[config.mk]
export PLATFORM = sky130hd
export DESIGN_NAME = tpbh_out_fifo
export DESIGN_NICKNAME = d
export VERILOG_FILES = /design/src/rtl/core/tpbh_out_fifo.sv
export SDC_FILE = /design/constraint.sdc
export NUM_CORES = 1
export LEC_CHECK = 0
export ABC_AREA = 1
export BUFFER_PORTS_ARGS = -buffer_cell sky130_fd_sc_hd__buf_4
export CORE_MARGIN = 2
export CORE_UTILIZATION = 50
export DETAILED_ROUTE_END_ITERATION = 8
export PLACE_DENSITY = 0.77
export SLEW_MARGIN = 20
export SYNTH_ARGS = -nofsm -noshare
export SYNTH_HDL_FRONTEND = slang
export SYNTH_SLANG_ARGS = --single-unit
[constraint.sdc]
create_clock -name clk -period 3.39 [get_ports clk]
set_input_delay 0.678 -clock clk [delete_from_list [all_inputs] [get_ports clk]]
set_output_delay 0.678 -clock clk [all_outputs]
set_load 0.005 [all_outputs]
[src/rtl/core/tpbh_out_fifo.sv]
// two-entry result queue between the update stage and the result channel
module tpbh_out_fifo #(
  parameter int WIDTH = 32
) (
  input  logic             clk,
  input  logic             rst_n,
  input  logic             push,
  input  logic [WIDTH-1:0] push_data,
  input  logic             pop,
  output logic             valid,
  output logic [WIDTH-1:0] head,
  output logic [1:0]       occ
);

  logic [WIDTH-1:0] d0_r, d0_nxt;
  logic [WIDTH-1:0] d1_r, d1_nxt;
  logic [1:0]       occ_r, occ_nxt;

  always_comb begin
    d0_nxt  = d0_r;
    d1_nxt  = d1_r;
    occ_nxt = occ_r;
    case ({push, pop})
      2'b01: begin
        d0_nxt  = d1_r;
        occ_nxt = occ_r - 2'd1;
      end
      2'b10: begin
        if (occ_r == 2'd0) begin
          d0_nxt = push_data;
        end else begin
          d1_nxt = push_data;
        end
        occ_nxt = occ_r + 2'd1;
      end
      2'b11: begin
        if (occ_r == 2'd1) begin
          d0_nxt = push_data;
        end else begin
          d0_nxt = d1_r;
          d1_nxt = push_data;
        end
      end
      default: begin
      end
    endcase
  end

  always_ff @(posedge clk) begin
    if (!rst_n) begin
      occ_r <= 2'd0;
    end else begin
      occ_r <= occ_nxt;
    end
    d0_r <= d0_nxt;
    d1_r <= d1_nxt;
  end

  assign valid = (occ_r != 2'd0);
  assign head  = d0_r;
  assign occ   = occ_r;

endmodule

==> results of run 1 <==
==> power breakdown <==
group | leakage, nW | internal [mW] | total, mW | switching, mW
Clock | 0.0796 | 0.255 | 0.522 | 0.267
Sequential | 0.647 | 1.00 | 1.03 | 0.0257
Combinational | 0.759 | 0.130 | 0.259 | 0.129
Total | 1.49 | 1.39 | 1.81 | 0.421
==> area by class of cell <==
cell class	count	share of cell area, %
clock buffers	11	3.89
clock inverters	5	0.630
inverters	9	1.00
multi-input cells	119	16.9
flip-flops and latches	66	58.1
well taps	70	2.60
repair buffers	74	16.8
==> placed cells by master (no fill, tap or decap) <==
cell type,Yosys,layout
sky130_fd_sc_hd__nand2_1,74,74
sky130_fd_sc_hd__buf_4,3,73
sky130_fd_sc_hd__edfxtp_1,64,64
sky130_fd_sc_hd__nand3_1,33,33
sky130_fd_sc_hd__clkbuf_8,0,9
sky130_fd_sc_hd__inv_1,8,8
sky130_fd_sc_hd__ha_1,6,6
sky130_fd_sc_hd__clkinv_1,0,3
sky130_fd_sc_hd__a21oi_4,0,2
sky130_fd_sc_hd__nor2_1,2,2
sky130_fd_sc_hd__clkbuf_1,0,2
sky130_fd_sc_hd__clkinv_2,0,2
sky130_fd_sc_hd__dfxtp_1,2,2
sky130_fd_sc_hd__inv_2,1,1
sky130_fd_sc_hd__o21ai_0,1,1
sky130_fd_sc_hd__o21a_1,1,1
sky130_fd_sc_hd__buf_12,0,1
==> state kept, by name (all words and copies together), names as in the netlist <==
signal,flops
d1_r,32
occ,2
head,32
==> worst max-delay path by stage <==
stage / from / endpoint / slack (ns) / cells past startpoint
after floorplan: push / d1_r[0]$_DFFE_PP_ / 0.25 / 4
after global placement: pop / head[12]$_DFFE_PP_ / 0.91 / 6
after detailed placement: pop / head[3]$_DFFE_PP_ / 0.83 / 6
after CTS: pop / head[27]$_DFFE_PP_ / 1.19 / 6
after global routing: pop / head[20]$_DFFE_PP_ / 1.01 / 6
final: pop / head[21]$_DFFE_PP_ / 1.19 / 6
==> through the flow <==
stage | utilization (%) | instances | setup slack [ns] | hold WS (ns) | total power [mW]
floorplan | - | 203 | 0.246 | 0.515 | 1.15
global placement | 63.5 | 338 | 0.906 | 0.517 | 1.30
detailed placement | 63.5 | 338 | 0.834 | 0.524 | 1.31
CTS | 66.5 | 354 | 1.19 | 0.515 | 1.82
global route | 66.5 | 354 | 1.01 | 0.512 | 1.89
finish | 66.5 | 354 | 1.19 | 0.528 | 1.81
==> per-layer routing <==
metal	wire (µm)	track usage (%)
met1	1970	21.4
met2	2330	26.9
met3	237	4.03
met4	120	10.9
met5	0	0
==> kinds of logic after synthesis <==
group | count (synthesis) | synth area share, %
compound gates | 4 | 0.867
fa+ha+maj | 6 | 2.89
buf+inv | 18 | 3.33
flops | 66 | 75.6
simple gates | 109 | 17.3
==> results.py, run 1 <==
metrics = {
    "clock_network": {
        "postCtsResizedCells": 0,
        "max-clock-path-buffers": 2,
        "clk_transition_reported_paths_ns": 0.07,
        "cts_buffer_count": 9,
        "clock_latency_ns": 0.33,
        "clock_tree_from_tritoncts": "yes",
        "number_of_clock_sinks": 66,
        "htree_levels": 3,
        "ctsRootBufferMaster": "sky130_fd_sc_hd__clkbuf_8",
        "post_cts.repair.setup_buffers": 0,
        "cts.hold.buffers_added": 0,
    },
    "timing": {
        "timing.final.setup_violations": 0,
        "worst_clock_skew_ns": 0.00542,
        "worstMarginPinSlew_ns": 1.05,
        "final.setup.tns_ns": 0,
        "fin_crit_ns": 2.20,
        "grt_setup_unrepaired": "false",
        "clock.fmax_mhz": 455,
        "final_max_slew_viol_count": 0,
        "final_hold_viol_count": 0,
        "fin_crit_sh_pct": 64.8,
        "maxSlewHeadroom_pct": 29.9,
    },
    "pwr": {
        "power.leakage_nw": 1.49,
        "power.density_nw_per_um2": 536,
        "vdd_drop_max_mv": 0.246,
    },
    "global_route": {
        "grtUsageTotal_pct": 17.1,
        "globalRouteOverflowTotal": 0,
        "grt_max_degree": 33,
        "antenna_violations_before_repair": 0,
        "grt_first_pass_wirelength_um": 7510,
        "vias_in_the_first_global_route": 1625,
    },
    "cells_and_area": {
        "multi_input_gate_area_in_the_final_layout_um2": 571,
        "flow.area_growth_from_synthesis_pct": 30.0,
        "post-route-cell-area_um2": 3370,
        "final_layout_size_suffix_gt1_share_pct": 31.0,
        "ant_diodes": 0,
        "final_nets": 321,
        "seq_area_um2": 1960,
        "final.fill_count": 419,
    },
    "synthesis": {
        "ys_dominant_reg_cell": "sky130_fd_sc_hd__edfxtp_1",
        "synth_largest_type_area_fraction_pct": 74.0,
        "synth_fp_nets": 245,
        "synth.avg_cell_area_um2": 12.8,
        "netlist.top_cell.by_area": "sky130_fd_sc_hd__edfxtp_1",
        "area_contributors_post_synth": "sky130_fd_sc_hd__edfxtp_1 74%, sky130_fd_sc_hd__nand2_1 11%, sky130_fd_sc_hd__nand3_1 6.4%",
        "ys_async_sr_fraction_pct": 0,
        "yosys_register_bits": 66,
        "post-synth-top-count-cell": "sky130_fd_sc_hd__nand2_1",
        "netlist_instances": 203,
        "synth_enable_flop_cells": 64,
        "synthesis.yosys.warnings": 0,
        "synth_cell_types": 13,
        "synth.cell_area_um2": 2600,
        "most_frequent_cells_after_synthesis": "74 x sky130_fd_sc_hd__nand2_1, 64 x sky130_fd_sc_hd__edfxtp_1, 33 x sky130_fd_sc_hd__nand3_1",
        "seq_area_frac_synth_pct": 75.6,
    },
    "worst_setup_path": {
        "crit_slowest_cell": "sky130_fd_sc_hd__nand2_1",
        "crit_path_cell_trace": "buf_4 -> inv_1 -> ha_1 -> nand2_1 -> nand3_1 -> nand2_1",
        "crit-reg2reg-capture": "d1_r[24]$_DFFE_PP_",
        "path_class": "in -> reg",
        "crit_path_max_fanout": 32,
        "timing.critical_path.required_ns": 3.47,
        "reg2reg_launch_point": "occ[1]$_SDFFE_PN0P_",
        "path_delay_family": "simple AND/OR/NAND/NOR gates",
        "wp_data_arrival_ns": 2.28,
        "crit_path_start_kind": "input port",
        "cpPeakStageDelay_ns": 0.71,
        "cp_common_cell": "sky130_fd_sc_hd__nand2_1",
        "crit_buf_inv": 2,
        "timing.critical_path.to_type": "flip-flop",
        "r2r_setup_slack_ns": 1.53,
        "r2r_cells": 6,
    },
    "drt": {
        "routed_wire_length_per_instance_um": 13.1,
        "routed-via-count": 1706,
        "detail_route.wirelength_um": 4650,
        "dr.pass1.iters": 4,
        "vias_per_cell": 4.82,
        "route.antenna.remaining_nets": 0,
        "route.detailed.drc": 0,
        "dr.first_iter.drc_count": 140,
    },
    "placement": {
        "finalWeightedCongestion": 0.736,
        "place_hpwl_um": 3020,
        "post_dp_cell_area_um2": 3220,
        "placement.io_buffers": 70,
    },
    "die": {
        "dieWidth_um": 76.1,
        "core_area_um2": 5070,
        "num_io_pins": 71,
        "die_area_um2": 5790,
        "initial_core_util_pct": 51.2,
        "fp-row-count": 26,
        "height_of_the_die_um": 76.1,
    },
    "min_path": {
        "whs_path_depth": 1,
        "hold-path-endpoint": "d1_r[25]$_DFFE_PP_",
        "min-delay-path-class": "in -> reg",
        "worstHoldStart": "push_data[25]",
    },
    "outcome": {
        "run_status": "finished clean",
    },
    "flow_run": {
        "timing.max_cap.violations": 0,
    },
}
No activity file was read; power rests on OpenSTA's default activity.
==> run 2, diff against run 1 <==
--- a/config.mk
+++ b/config.mk
@@ -5,12 +5,12 @@
 export SDC_FILE = /design/constraint.sdc
 export NUM_CORES = 1
 export LEC_CHECK = 0
-export ABC_AREA = 1
+export ABC_AREA = 0
 export BUFFER_PORTS_ARGS = -buffer_cell sky130_fd_sc_hd__buf_4
 export CORE_MARGIN = 2
 export CORE_UTILIZATION = 50
 export DETAILED_ROUTE_END_ITERATION = 8
-export PLACE_DENSITY = 0.77
+export PLACE_DENSITY = 0.76
 export SLEW_MARGIN = 20
 export SYNTH_ARGS = -nofsm -noshare
 export SYNTH_HDL_FRONTEND = slang
==> constraint.sdc (replaced) <==
create_clock -name clk -period 2.3 [get_ports clk]
set_input_delay 0.46 -clock clk [delete_from_list [all_inputs] [get_ports clk]]
set_output_delay 0.46 -clock clk [all_outputs]
set_load 0.005 [all_outputs]
==> results.py, run 2 <==
metrics = {
    "drt": {
        "dr.pass1.iters": 4,
        "route.detailed.drc": 0,
        "vias_per_cell": 5.24,
        "dr.first_iter.drc_count": 42,
        "route.antenna.remaining_nets": 0,
        "routed_wire_length_per_instance_um": 15.1,
        "routed-via-count": 1671,
        "detail_route.wirelength_um": 4810,
    },
    "synthesis": {
        "synth.cell_area_um2": 2820,
        "netlist.top_cell.by_area": "sky130_fd_sc_hd__edfxtp_1",
        "ys_async_sr_fraction_pct": 0,
        "area_contributors_post_synth": "sky130_fd_sc_hd__edfxtp_1 68%, sky130_fd_sc_hd__a22o_1 5.6%, sky130_fd_sc_hd__a221o_1 5.3%",
        "netlist_instances": 162,
        "synthesis.yosys.warnings": 0,
        "ys_dominant_reg_cell": "sky130_fd_sc_hd__edfxtp_1",
        "synth_enable_flop_cells": 64,
        "most_frequent_cells_after_synthesis": "64 x sky130_fd_sc_hd__edfxtp_1, 18 x sky130_fd_sc_hd__a22o_1, 16 x sky130_fd_sc_hd__and2_1",
        "post-synth-top-count-cell": "sky130_fd_sc_hd__edfxtp_1",
        "synth.avg_cell_area_um2": 17.4,
        "synth_fp_nets": 204,
        "synth_cell_types": 22,
        "yosys_register_bits": 66,
        "synth_largest_type_area_fraction_pct": 68.1,
        "seq_area_frac_synth_pct": 69.5,
    },
    "timing": {
        "worstMarginPinSlew_ns": 0.757,
        "final_max_slew_viol_count": 0,
        "final_hold_viol_count": 0,
        "maxSlewHeadroom_pct": 48.6,
        "clock.fmax_mhz": 537,
        "fin_crit_sh_pct": 80.9,
        "final.setup.tns_ns": 0,
        "grt_setup_unrepaired": "false",
        "timing.final.setup_violations": 0,
        "fin_crit_ns": 1.86,
        "worst_clock_skew_ns": 0.00534,
    },
    "cells_and_area": {
        "final.fill_count": 376,
        "final_common_cell": "sky130_fd_sc_hd__buf_4",
        "most-common-layout-cells": "78 x sky130_fd_sc_hd__buf_4, 64 x sky130_fd_sc_hd__edfxtp_1, 18 x sky130_fd_sc_hd__a22o_1",
        "ant_diodes": 0,
        "final_layout_size_suffix_gt1_share_pct": 43.7,
        "flow.area_growth_from_synthesis_pct": 29.4,
        "final_nets": 284,
        "layoutNonFillerInstCount": 319,
    },
    "min_path": {
        "min-delay-path-class": "in -> reg",
        "whs_path_depth": 1,
    },
    "worst_setup_path": {
        "r2r_cells": 5,
        "crit_slowest_cell": "sky130_fd_sc_hd__mux2i_2",
        "timing.critical_path.to_type": "flip-flop",
        "wp_data_arrival_ns": 2.06,
        "crit_path_start_kind": "flip-flop",
        "crit_buf_inv": 2,
        "cpPeakStageDelay_ns": 0.63,
        "path_class": "reg -> reg",
        "crit_path_max_fanout": 16,
        "r2r_setup_slack_ns": 0.44,
        "path_delay_family": "multiplexers",
        "timing.critical_path.required_ns": 2.49,
        "crit_path_cell_trace": "inv_1 -> ha_1 -> buf_4 -> mux2i_2 -> a22o_1",
        "critical_path_depth": 5,
    },
    "clock_network": {
        "cts.hold.buffers_added": 0,
        "clk_transition_reported_paths_ns": 0.06,
        "number_of_clock_sinks": 66,
        "ctsRootBufferMaster": "sky130_fd_sc_hd__clkbuf_8",
        "clock_tree_from_tritoncts": "yes",
        "post_cts.repair.setup_buffers": 0,
        "clock_latency_ns": 0.33,
        "cts_buffer_count": 9,
        "postCtsResizedCells": 0,
        "htree_levels": 3,
        "max-clock-path-buffers": 2,
    },
    "die": {
        "height_of_the_die_um": 79.1,
        "initial_core_util_pct": 51.6,
        "core_area_um2": 5470,
        "die_area_um2": 6260,
        "num_io_pins": 71,
        "fp-row-count": 27,
        "dieWidth_um": 79.1,
    },
    "pwr": {
        "power.density_nw_per_um2": 846,
        "power.leakage_nw": 1.51,
        "vdd_drop_max_mv": 0.413,
    },
    "global_route": {
        "grt_first_pass_wirelength_um": 7730,
        "grtUsageTotal_pct": 16.7,
        "globalRouteOverflowTotal": 0,
        "vias_in_the_first_global_route": 1663,
        "grt_max_degree": 24,
        "antenna_violations_before_repair": 0,
    },
    "placement": {
        "placement.io_buffers": 70,
        "place_hpwl_um": 3410,
        "finalWeightedCongestion": 0.689,
        "place_inst": 303,
    },
    "flow_run": {
        "timing.max_cap.violations": 0,
    },
    "outcome": {
        "run_status": "finished clean",
    },
}
run 2: changes by cell type after synthesis, sizes merged, moves of 4 or more:
cell	change
a22o	+18
mux2	+15
a221o	+15
and2	+16
nand3	-33
inv	-4
nand2	-73
run 2: path summary, 6_finish.rpt:
path / end / start
min reg2reg: occ[1]$_SDFFE_PN0P_ / occ[1]$_SDFFE_PN0P_
max reg2reg: head[30]$_DFFE_PP_ / occ[1]$_SDFFE_PN0P_
min: d1_r[31]$_DFFE_PP_ / push_data[31]
max: head[30]$_DFFE_PP_ / occ[1]$_SDFFE_PN0P_
run 2: area by class of cell:
type	count	area, µm²	share of cell area, %
multi-input cells	82	792	21.7
clock buffers	13	139	3.80
flip-flops and latches	66	1960	53.7
repair buffers	78	586	16.0
clock inverters	3	63.8	1.75
well taps	72	90.1	2.47
inverters	5	18.8	0.514
run 2: kinds of logic after synthesis:
group,count (synthesis),synth area share (%)
flops,66,69.5
compound gates,37,11.8
simple gates,20,4.21
mux,17,8.03
buf+inv,14,3.15
fa+ha+maj,6,2.66
xor+xnor,2,0.621
run 2: power breakdown:
part	switching, mW	leakage [nW]	internal (mW)
registers	0.0491	0.648	1.50
logic	0.229	0.759	0.309
clock network	0.391	0.0993	0.609
run 2: stage by stage:
stage | hold WS, ns | total power [mW] | util, % | setup WS [ns] | cell area, µm²
finish | 0.316 | 3.09 | 66.7 | 0.439 | 3650
global route | 0.297 | 3.23 | 66.7 | 0.263 | 3650
CTS | 0.298 | 3.12 | 66.7 | 0.425 | 3650
detailed placement | 0.518 | 2.12 | 63.0 | 0.211 | 3450
global placement | 0.497 | 2.10 | 63.0 | -0.0187 | 3450
floorplan | 0.494 | 1.87 | - | 0.0316 | 2830
run 2: per-layer routing:
| layer | share of wire, % | track usage, % |
|---|---|---|
| met1 | 43 | 20.4 |
| met2 | 47 | 27.2 |
| met3 | 7.4 | 3.86 |
| met4 | 2.3 | 9.31 |
| met5 | 0 | 0 |
